## src/sv/sha1s_pkg.sv

```systemverilog
package sha1s_pkg;

    localparam int WordW    = 32;
    localparam int NumWords = 5;
    localparam int WinDepth = 16;
    localparam int NumRnds  = 80;
    localparam int RndW     = $clog2(NumRnds);

    localparam logic [WordW-1:0] K0 = 32'h5A827999;
    localparam logic [WordW-1:0] K1 = 32'h6ED9EBA1;
    localparam logic [WordW-1:0] K2 = 32'h8F1BBCDC;
    localparam logic [WordW-1:0] K3 = 32'hCA62C1D6;

    localparam logic [WordW-1:0] Iv0 = 32'h67452301;
    localparam logic [WordW-1:0] Iv1 = 32'hEFCDAB89;
    localparam logic [WordW-1:0] Iv2 = 32'h98BADCFE;
    localparam logic [WordW-1:0] Iv3 = 32'h10325476;
    localparam logic [WordW-1:0] Iv4 = 32'hC3D2E1F0;

    localparam logic [7:0] PadMark = 8'h80;

    // five working / chaining words
    typedef struct packed {
        logic [WordW-1:0] a;
        logic [WordW-1:0] b;
        logic [WordW-1:0] c;
        logic [WordW-1:0] d;
        logic [WordW-1:0] e;
    } sha1s_vars_t;

    localparam sha1s_vars_t IvVars = '{a: Iv0, b: Iv1, c: Iv2, d: Iv3, e: Iv4};

endpackage

```

## src/sv/sha1s_round.sv

```systemverilog
module sha1s_round (
    input  logic [sha1s_pkg::RndW-1:0]  rnd,
    input  logic [sha1s_pkg::WordW-1:0] w,
    input  sha1s_pkg::sha1s_vars_t      vars_in,
    output sha1s_pkg::sha1s_vars_t      vars_out
);
    import sha1s_pkg::*;

    logic [WordW-1:0] f;
    logic [WordW-1:0] k;
    logic [WordW-1:0] sum;

    always_comb begin
        priority if (rnd < RndW'(20)) begin
            f = (vars_in.b & vars_in.c) | (~vars_in.b & vars_in.d);
            k = K0;
        end else if (rnd < RndW'(40)) begin
            f = vars_in.b ^ vars_in.c ^ vars_in.d;
            k = K1;
        end else if (rnd < RndW'(60)) begin
            f = (vars_in.b & vars_in.c) | (vars_in.b & vars_in.d) | (vars_in.c & vars_in.d);
            k = K2;
        end else begin
            f = vars_in.b ^ vars_in.c ^ vars_in.d;
            k = K3;
        end
    end

    assign sum = {vars_in.a[26:0], vars_in.a[31:27]} + f + vars_in.e + k + w;

    assign vars_out = '{a: sum,
                        b: vars_in.a,
                        c: {vars_in.b[1:0], vars_in.b[31:2]},
                        d: vars_in.c,
                        e: vars_in.d};

endmodule

```

## src/sv/sha1_stream_hash.sv

```systemverilog
// Channel   Dir  Width  Carries
// s_        in   8+1+1  tdata = data_byte, tuser = has_byte, tlast = end_of_message
// m_        out  40+1   tdata = digest_word, word_index; tlast = last_word
//
// A word without a byte, or a byte that does not fill a block, leaves s_tready
// high unless it ends the message. A byte that fills a 64-byte block starts
// compression: one shared round unit runs 80 rounds, one per cycle, then ST_ADD
// folds the result into the chain. End of message pushes 9 to 72 pad bytes and
// compresses each padded block, then loads the digest; s_tready stays low.
// Reset (aresetn low, synchronous) restores the initial chain and empty block.
// The digest sits in its own five-word buffer, so the next message streams in
// while m_tready stalls; only the next digest load waits for the buffer.
module sha1_stream_hash (
    input  logic        aclk,
    input  logic        aresetn,
    input  logic        s_tvalid,
    output logic        s_tready,
    input  logic [7:0]  s_tdata,   // [7:0] data_byte
    input  logic        s_tuser,   // [0] has_byte
    input  logic        s_tlast,
    output logic        m_tvalid,
    input  logic        m_tready,
    output logic [39:0] m_tdata,   // [31:0] digest_word, [34:32] word_index, zero fill
    output logic        m_tlast
);
    import sha1s_pkg::*;

    localparam logic [2:0] ST_IN   = 3'd0;
    localparam logic [2:0] ST_PAD  = 3'd1;
    localparam logic [2:0] ST_COMP = 3'd2;
    localparam logic [2:0] ST_ADD  = 3'd3;
    localparam logic [2:0] ST_DIG  = 3'd4;

    localparam logic [1:0] PH_MARK = 2'd0;
    localparam logic [1:0] PH_ZERO = 2'd1;
    localparam logic [1:0] PH_LEN  = 2'd2;

    localparam logic [5:0] LenOff  = 6'd56;
    localparam logic [5:0] LastOff = 6'd63;
    localparam logic [2:0] LastIdx = 3'(NumWords - 1);

    logic [2:0] state_reg, state_next;
    logic [1:0] phase_reg, phase_next;
    logic       pad_act_reg, pad_act_next;
    logic       fin_reg, fin_next;
    logic [5:0] off_reg, off_next;
    logic [60:0] total_reg, total_next;
    logic [RndW-1:0] rnd_reg, rnd_next;

    // window: index 15 holds the oldest schedule word
    logic [WinDepth-1:0][WordW-1:0] win_reg, win_next;
    sha1s_vars_t chain_reg, chain_next;
    sha1s_vars_t vars_reg, vars_next;
    sha1s_vars_t vars_rnd;

    logic [NumWords-1:0][WordW-1:0] obuf_reg, obuf_next;
    logic [2:0] oidx_reg, oidx_next;
    logic       ovld_reg, ovld_next;

    logic       in_acc;
    logic       push_en;
    logic [7:0] push_byte;
    logic       push_len;
    logic       full;
    logic [63:0] len_bits;
    logic [WordW-1:0] w_new;

    sha1s_round u_round (
        .rnd      (rnd_reg),
        .w        (win_reg[WinDepth-1]),
        .vars_in  (vars_reg),
        .vars_out (vars_rnd)
    );

    assign s_tready = (state_reg == ST_IN);
    assign in_acc   = s_tvalid && s_tready;

    assign len_bits = {total_reg, 3'b000};
    assign push_len = (phase_reg == PH_LEN) || (phase_reg == PH_ZERO && off_reg == LenOff);

    always_comb begin
        if (state_reg == ST_PAD) begin
            push_en = 1'b1;
            if (phase_reg == PH_MARK) begin
                push_byte = PadMark;
            end else if (push_len) begin
                push_byte = len_bits[{~off_reg[2:0], 3'b000} +: 8];
            end else begin
                push_byte = 8'h00;
            end
        end else begin
            push_en   = in_acc && s_tuser;
            push_byte = s_tdata;
        end
    end

    assign full = push_en && (off_reg == LastOff);

    // W[t+16] from taps W[t+13], W[t+8], W[t+2], W[t]
    always_comb begin
        w_new = win_reg[2] ^ win_reg[7] ^ win_reg[13] ^ win_reg[15];
        w_new = {w_new[30:0], w_new[31]};
    end

    always_comb begin
        state_next   = state_reg;
        phase_next   = phase_reg;
        pad_act_next = pad_act_reg;
        fin_next     = fin_reg;
        off_next     = off_reg;
        total_next   = total_reg;
        rnd_next     = rnd_reg;
        win_next     = win_reg;
        chain_next   = chain_reg;
        vars_next    = vars_reg;
        obuf_next    = obuf_reg;
        oidx_next    = oidx_reg;
        ovld_next    = ovld_reg;

        if (push_en) begin
            win_next = {win_reg[WinDepth-1][23:0], win_reg[WinDepth-2:0], push_byte};
            off_next = off_reg + 6'd1;
        end
        if (full) begin
            vars_next = chain_reg;
            rnd_next  = '0;
        end

        unique case (state_reg)
            ST_IN: begin
                if (in_acc) begin
                    if (s_tuser) begin
                        total_next = total_reg + 61'd1;
                    end
                    if (s_tlast) begin
                        pad_act_next = 1'b1;
                        phase_next   = PH_MARK;
                    end
                    if (full) begin
                        state_next = ST_COMP;
                    end else if (s_tlast) begin
                        state_next = ST_PAD;
                    end
                end
            end
            ST_PAD: begin
                if (phase_reg == PH_MARK) begin
                    phase_next = PH_ZERO;
                end else if (push_len) begin
                    phase_next = PH_LEN;
                    if (off_reg == LastOff) begin
                        fin_next = 1'b1;
                    end
                end
                if (full) begin
                    state_next = ST_COMP;
                end
            end
            ST_COMP: begin
                vars_next = vars_rnd;
                win_next  = {win_reg[WinDepth-2:0], w_new};
                rnd_next  = rnd_reg + RndW'(1);
                if (rnd_reg == RndW'(NumRnds - 1)) begin
                    state_next = ST_ADD;
                end
            end
            ST_ADD: begin
                chain_next.a = chain_reg.a + vars_reg.a;
                chain_next.b = chain_reg.b + vars_reg.b;
                chain_next.c = chain_reg.c + vars_reg.c;
                chain_next.d = chain_reg.d + vars_reg.d;
                chain_next.e = chain_reg.e + vars_reg.e;
                if (fin_reg) begin
                    state_next = ST_DIG;
                end else if (pad_act_reg) begin
                    state_next = ST_PAD;
                end else begin
                    state_next = ST_IN;
                end
            end
            ST_DIG: begin
                if (!ovld_reg) begin
                    obuf_next    = {chain_reg.e, chain_reg.d, chain_reg.c,
                                    chain_reg.b, chain_reg.a};
                    oidx_next    = '0;
                    ovld_next    = 1'b1;
                    chain_next   = IvVars;
                    off_next     = '0;
                    total_next   = '0;
                    pad_act_next = 1'b0;
                    fin_next     = 1'b0;
                    state_next   = ST_IN;
                end
            end
            default: begin
                state_next = ST_IN;
            end
        endcase

        // drain the digest buffer, word 0 first
        if (ovld_reg && m_tready) begin
            obuf_next = {{WordW{1'b0}}, obuf_reg[NumWords-1:1]};
            oidx_next = oidx_reg + 3'd1;
            if (oidx_reg == LastIdx) begin
                ovld_next = 1'b0;
            end
        end
    end

    always_ff @(posedge aclk) begin
        if (!aresetn) begin
            state_reg   <= ST_IN;
            phase_reg   <= PH_MARK;
            pad_act_reg <= 1'b0;
            fin_reg     <= 1'b0;
            off_reg     <= '0;
            total_reg   <= '0;
            rnd_reg     <= '0;
            chain_reg   <= IvVars;
            oidx_reg    <= '0;
            ovld_reg    <= 1'b0;
        end else begin
            state_reg   <= state_next;
            phase_reg   <= phase_next;
            pad_act_reg <= pad_act_next;
            fin_reg     <= fin_next;
            off_reg     <= off_next;
            total_reg   <= total_next;
            rnd_reg     <= rnd_next;
            chain_reg   <= chain_next;
            oidx_reg    <= oidx_next;
            ovld_reg    <= ovld_next;
        end
    end

    always_ff @(posedge aclk) begin
        win_reg  <= win_next;
        vars_reg <= vars_next;
        obuf_reg <= obuf_next;
    end

    assign m_tvalid = ovld_reg;
    assign m_tdata  = {5'b00000, oidx_reg, obuf_reg[0]};
    assign m_tlast  = (oidx_reg == LastIdx);

    // the chain fold always happens on a block boundary
    a_add_aligned: assert property (@(posedge aclk) disable iff (!aresetn)
        state_reg == ST_ADD |-> off_reg == '0)
        else $error("chain fold with partial block");

    // digest stream ends only after its fifth word
    a_out_ends_last: assert property (@(posedge aclk) disable iff (!aresetn)
        $fell(m_tvalid) |-> $past(m_tlast) && $past(m_tready))
        else $error("digest stream cut short");

    // a digest load starts at word 0
    a_dig_load: assert property (@(posedge aclk) disable iff (!aresetn)
        state_reg == ST_DIG && !ovld_reg |=> m_tvalid && m_tdata[34:32] == 3'd0)
        else $error("digest load misaligned");

endmodule
```

## config.mk

```make
export PLATFORM = sky130hd
export DESIGN_NAME = sha1_stream_hash
export DESIGN_NICKNAME = d
export VERILOG_FILES = /design/src/sv/sha1s_pkg.sv /design/src/sv/sha1s_round.sv /design/src/sv/sha1_stream_hash.sv
export SDC_FILE = /design/constraint.sdc
export NUM_CORES = 2
export LEC_CHECK = 0
export ABC_CLOCK_PERIOD_IN_PS = 19750
export BUFFER_PORTS_ARGS = -buffer_cell sky130_fd_sc_hd__buf_2
export CORE_MARGIN = 2
export CORE_UTILIZATION = 46
export DETAILED_ROUTE_END_ITERATION = 8
export PLACE_DENSITY_LB_ADDON = 0.15
export SLEW_MARGIN = 10
export SYNTH_ARGS = -nofsm -noshare
export SYNTH_HDL_FRONTEND = slang
export SYNTH_SLANG_ARGS = --single-unit
```

## constraint.sdc

```tcl
create_clock -name aclk -period 19.75 [get_ports aclk]
set_input_delay 1.975 -clock aclk [delete_from_list [all_inputs] [get_ports aclk]]
set_output_delay 1.975 -clock aclk [all_outputs]
set_load 0.01 [all_outputs]
```

==> flow_summary.json <==
{
  "fin_setup_tns_ns": 0,
  "grt_start_max_net_pins": 177,
  "path_class": "in2reg",
  "clock_sinks": 1077,
  "setup_viol": 0,
  "critical_path.top_delay_family": "buffers and inverters",
  "fillers": 11900,
  "hold_class": "reg2reg",
  "p_total_mw": 5.38,
  "reg2reg_depth": 21,
  "regArea_mm2": 0.0296,
  "grt_usage": 0.238,
  "cp-end-kind": "flip-flop",
  "critPathMaxFanout": 159,
  "drc": 0,
  "areaGrowthSynthToFinish_pct": 9.31,
  "cts_tree": "yes",
  "dp.final_hpwl_um": 108000,
  "hp-start": "obuf_reg[139]",
  "worst_path_largest_cell_delay_ns": 0.90,
  "power_leakage_nw": 26.1,
  "synth.distinct_cells": 110,
  "avgRoutedWirePerCell_um": 20.2,
  "hold_buffers": 0,
  "clock_latency_ns": 0.76,
  "syn_inst": 6127,
  "die_h_um": 361,
  "worstPathCellList": "buf_2 -> a21oi_1 -> nor3_1 -> or2_4 -> buf_12 -> buf_4 -> buf_4",
  "synth_seq_area_share": 0.503,
  "start_util": 0.462,
  "cts_root_buffer": "clkbuf_16",
  "cts_max_level": 3,
  "post_route_cells_drive_above_1_share": 0.0806,
  "clkTransAtPathRegs_ns": 0.06,
  "hold_end": "obuf_reg[139]",
  "slew_violations": 0,
  "ctsLongestPathBuffers": 3,
  "min_period_ns": 5.97,
  "antenna_found_initial": 3,
  "first_global_vias": 40500,
  "ioPinCount": 57,
  "final_cell_mix": "nand2_1, edfxtp_1, nor2_1",
  "status": "finished clean",
  "firstDrtPassIters": 5,
  "slew_headroom": 0.291,
  "worst-path-buf-inv": 4,
  "dieArea_mm2": 0.131,
  "cts_setup_buffers": 0,
  "path_common_cell": "buf_4",
  "slowest_stage": "or2_4",
  "die_x_um": 361,
  "post_cts_resized": 0,
  "rr_startpoint": "rnd_reg[3]",
  "core_mm2": 0.127,
  "hold_depth": 2,
  "synth_edf_count": 800,
  "vdd_drop_max_mv": 0.0872,
  "fin_worst_skew_ns": 0.0467,
  "ys_ff_latch": 1077,
  "ys_async_sr_fraction": 0,
  "syn_avg_cell_area_um2": 9.59,
  "max_freq_mhz": 167,
  "io_buffers": 51,
  "fin_ws_ns": 13.78,
  "largest_reg_flops": 512,
  "drt-total-wl_um": 158000,
  "holdWs_ns": 0.451,
  "multiInputGateArea_mm2": 0.0269,
  "crit_path_start_kind": "input port",
  "gp_congestion": 0.933,
  "dp_slack_ns": 12.95,
  "maxCapViolCount": 0,
  "grt_pass1_wl_um": 242000,
  "period_share": 0.302,
  "ys.flop_type": "edfxtp_1",
  "drt-initial-drc-count": 4000,
  "std_cell_rows": 131,
  "p_per_area_mw_per_mm2": 83.8,
  "yosysWarningCount": 0,
  "arrival_ns": 6.34,
  "layout.nets": 6380,
  "drt-vias-per-instance": 5.47,
  "mappedNetlistArea_mm2": 0.0588,
  "worst-r2r-setup-slack_ns": 14.18,
  "ant_nets": 0,
  "final_common_cell": "nand2_1",
  "cp.required_ns": 20.12,
  "n_antenna_cell": 0,
  "cts-buffers-inserted": 117,
  "routed-via-count": 42700,
  "grt-ovfl-total": 0,
  "rsz0062_at_grt": "false",
  "reg2reg_to": "vars_reg[157]",
  "tightest_slew_ns": 1.06,
  "finalHoldViolations": 0
}
-- per-stage QoR --
step                      area (µm²)  std cells  utilization
after floorplan                58800       6131            -
after global placement         60300       7585        0.474
after detailed placement       60300       7585        0.474
after CTS                      64200       7806        0.505
after global routing           64200       7806        0.505
final                          64200       7806        0.505
-- tightest hold or removal path, cell delays in order (launching register included) --
cell and delay [ns]:
dfxtp_1 0.31, nand3_1 0.06, nand2_1 0.04
-- how the worst max path moves through the flow --
stage / cells after the start / slack, ns / to / start
floorplan: 3 / 10.35 / win_reg[0] / s_tvalid
CTS: 7 / 13.78 / win_reg[178] / s_tvalid
global route: 7 / 13.36 / win_reg[178] / s_tvalid
global placement: 7 / 12.98 / win_reg[178] / s_tvalid
finish: 7 / 13.78 / win_reg[178] / s_tvalid
detailed placement: 7 / 12.95 / win_reg[178] / s_tvalid
-- report_power, final --
part           internal [mW]  total, mW  switching [mW]
registers               2.57       2.65          0.0785
logic                  0.175      0.462           0.287
clock network           1.31       2.27           0.954
total                   4.06       5.38            1.32
-- final cells by class --
cell class	instances	area share
flip-flops and latches	1077	0.460
repair buffers	105	0.0107
multi-input cells	4456	0.418
inverters	285	0.0167
clock inverters	66	0.0108
clock buffers	155	0.0507
well taps	1662	0.0324
-- kinds of logic after synthesis --
family,share of synthesized area
multiplexers,0.0378
adder cells (fa/ha/maj),0.0839
flip-flops,0.503
buffers and inverters,0.0406
AO/OA/AOI/OAI,0.101
XOR/XNOR,0.0459
AND/OR/NAND/NOR,0.187
other,0.0000638
-- routing by layer --
metal  global-route usage  up-vias  wire length [µm]
met4               0.0732        0              4930
li1                     -    20700                 -
met5                    0        -                 0
met3               0.0312      220              7970
met2                0.383     1057             73100
met1                0.333    20700             71600
-- Yosys cell counts (11+ instances only) --
master    count  area share
and2_1       12      0.0013
buf_4        37      0.0047
nand2b_1     26      0.0028
nand4_1      26      0.0028
nand2_1    2022        0.13
a211oi_1     29      0.0037
buf_1        23      0.0015
xor2_1      104       0.016
mux2_2      132       0.025
o211ai_1     11      0.0014
a21o_1       80       0.010
a21oi_1     246       0.021
mux2i_1      44      0.0075
inv_1       281       0.018
a221oi_1     17      0.0025
o21ai_0     223       0.019
o22ai_1      30      0.0032
nand3_1     113      0.0096
nor2_1      317       0.020
edfxtp_1    800        0.41
and3_1       40      0.0043
o31ai_1      20      0.0026
a22oi_1      14      0.0018
clkbuf_1    249       0.016
fa_1        117       0.040
dfxtp_1     277       0.094
a31oi_1      32      0.0034
or3_1        17      0.0018
nor2b_1      25      0.0027
o21bai_1     24      0.0031
mux4_2       13      0.0050
o21a_1       31      0.0040
o21ai_1      48      0.0041
xnor2_1     204       0.030
ha_1        207       0.044
nor3_1       55      0.0047
Note: power is estimated with default switching activity, not from simulation.
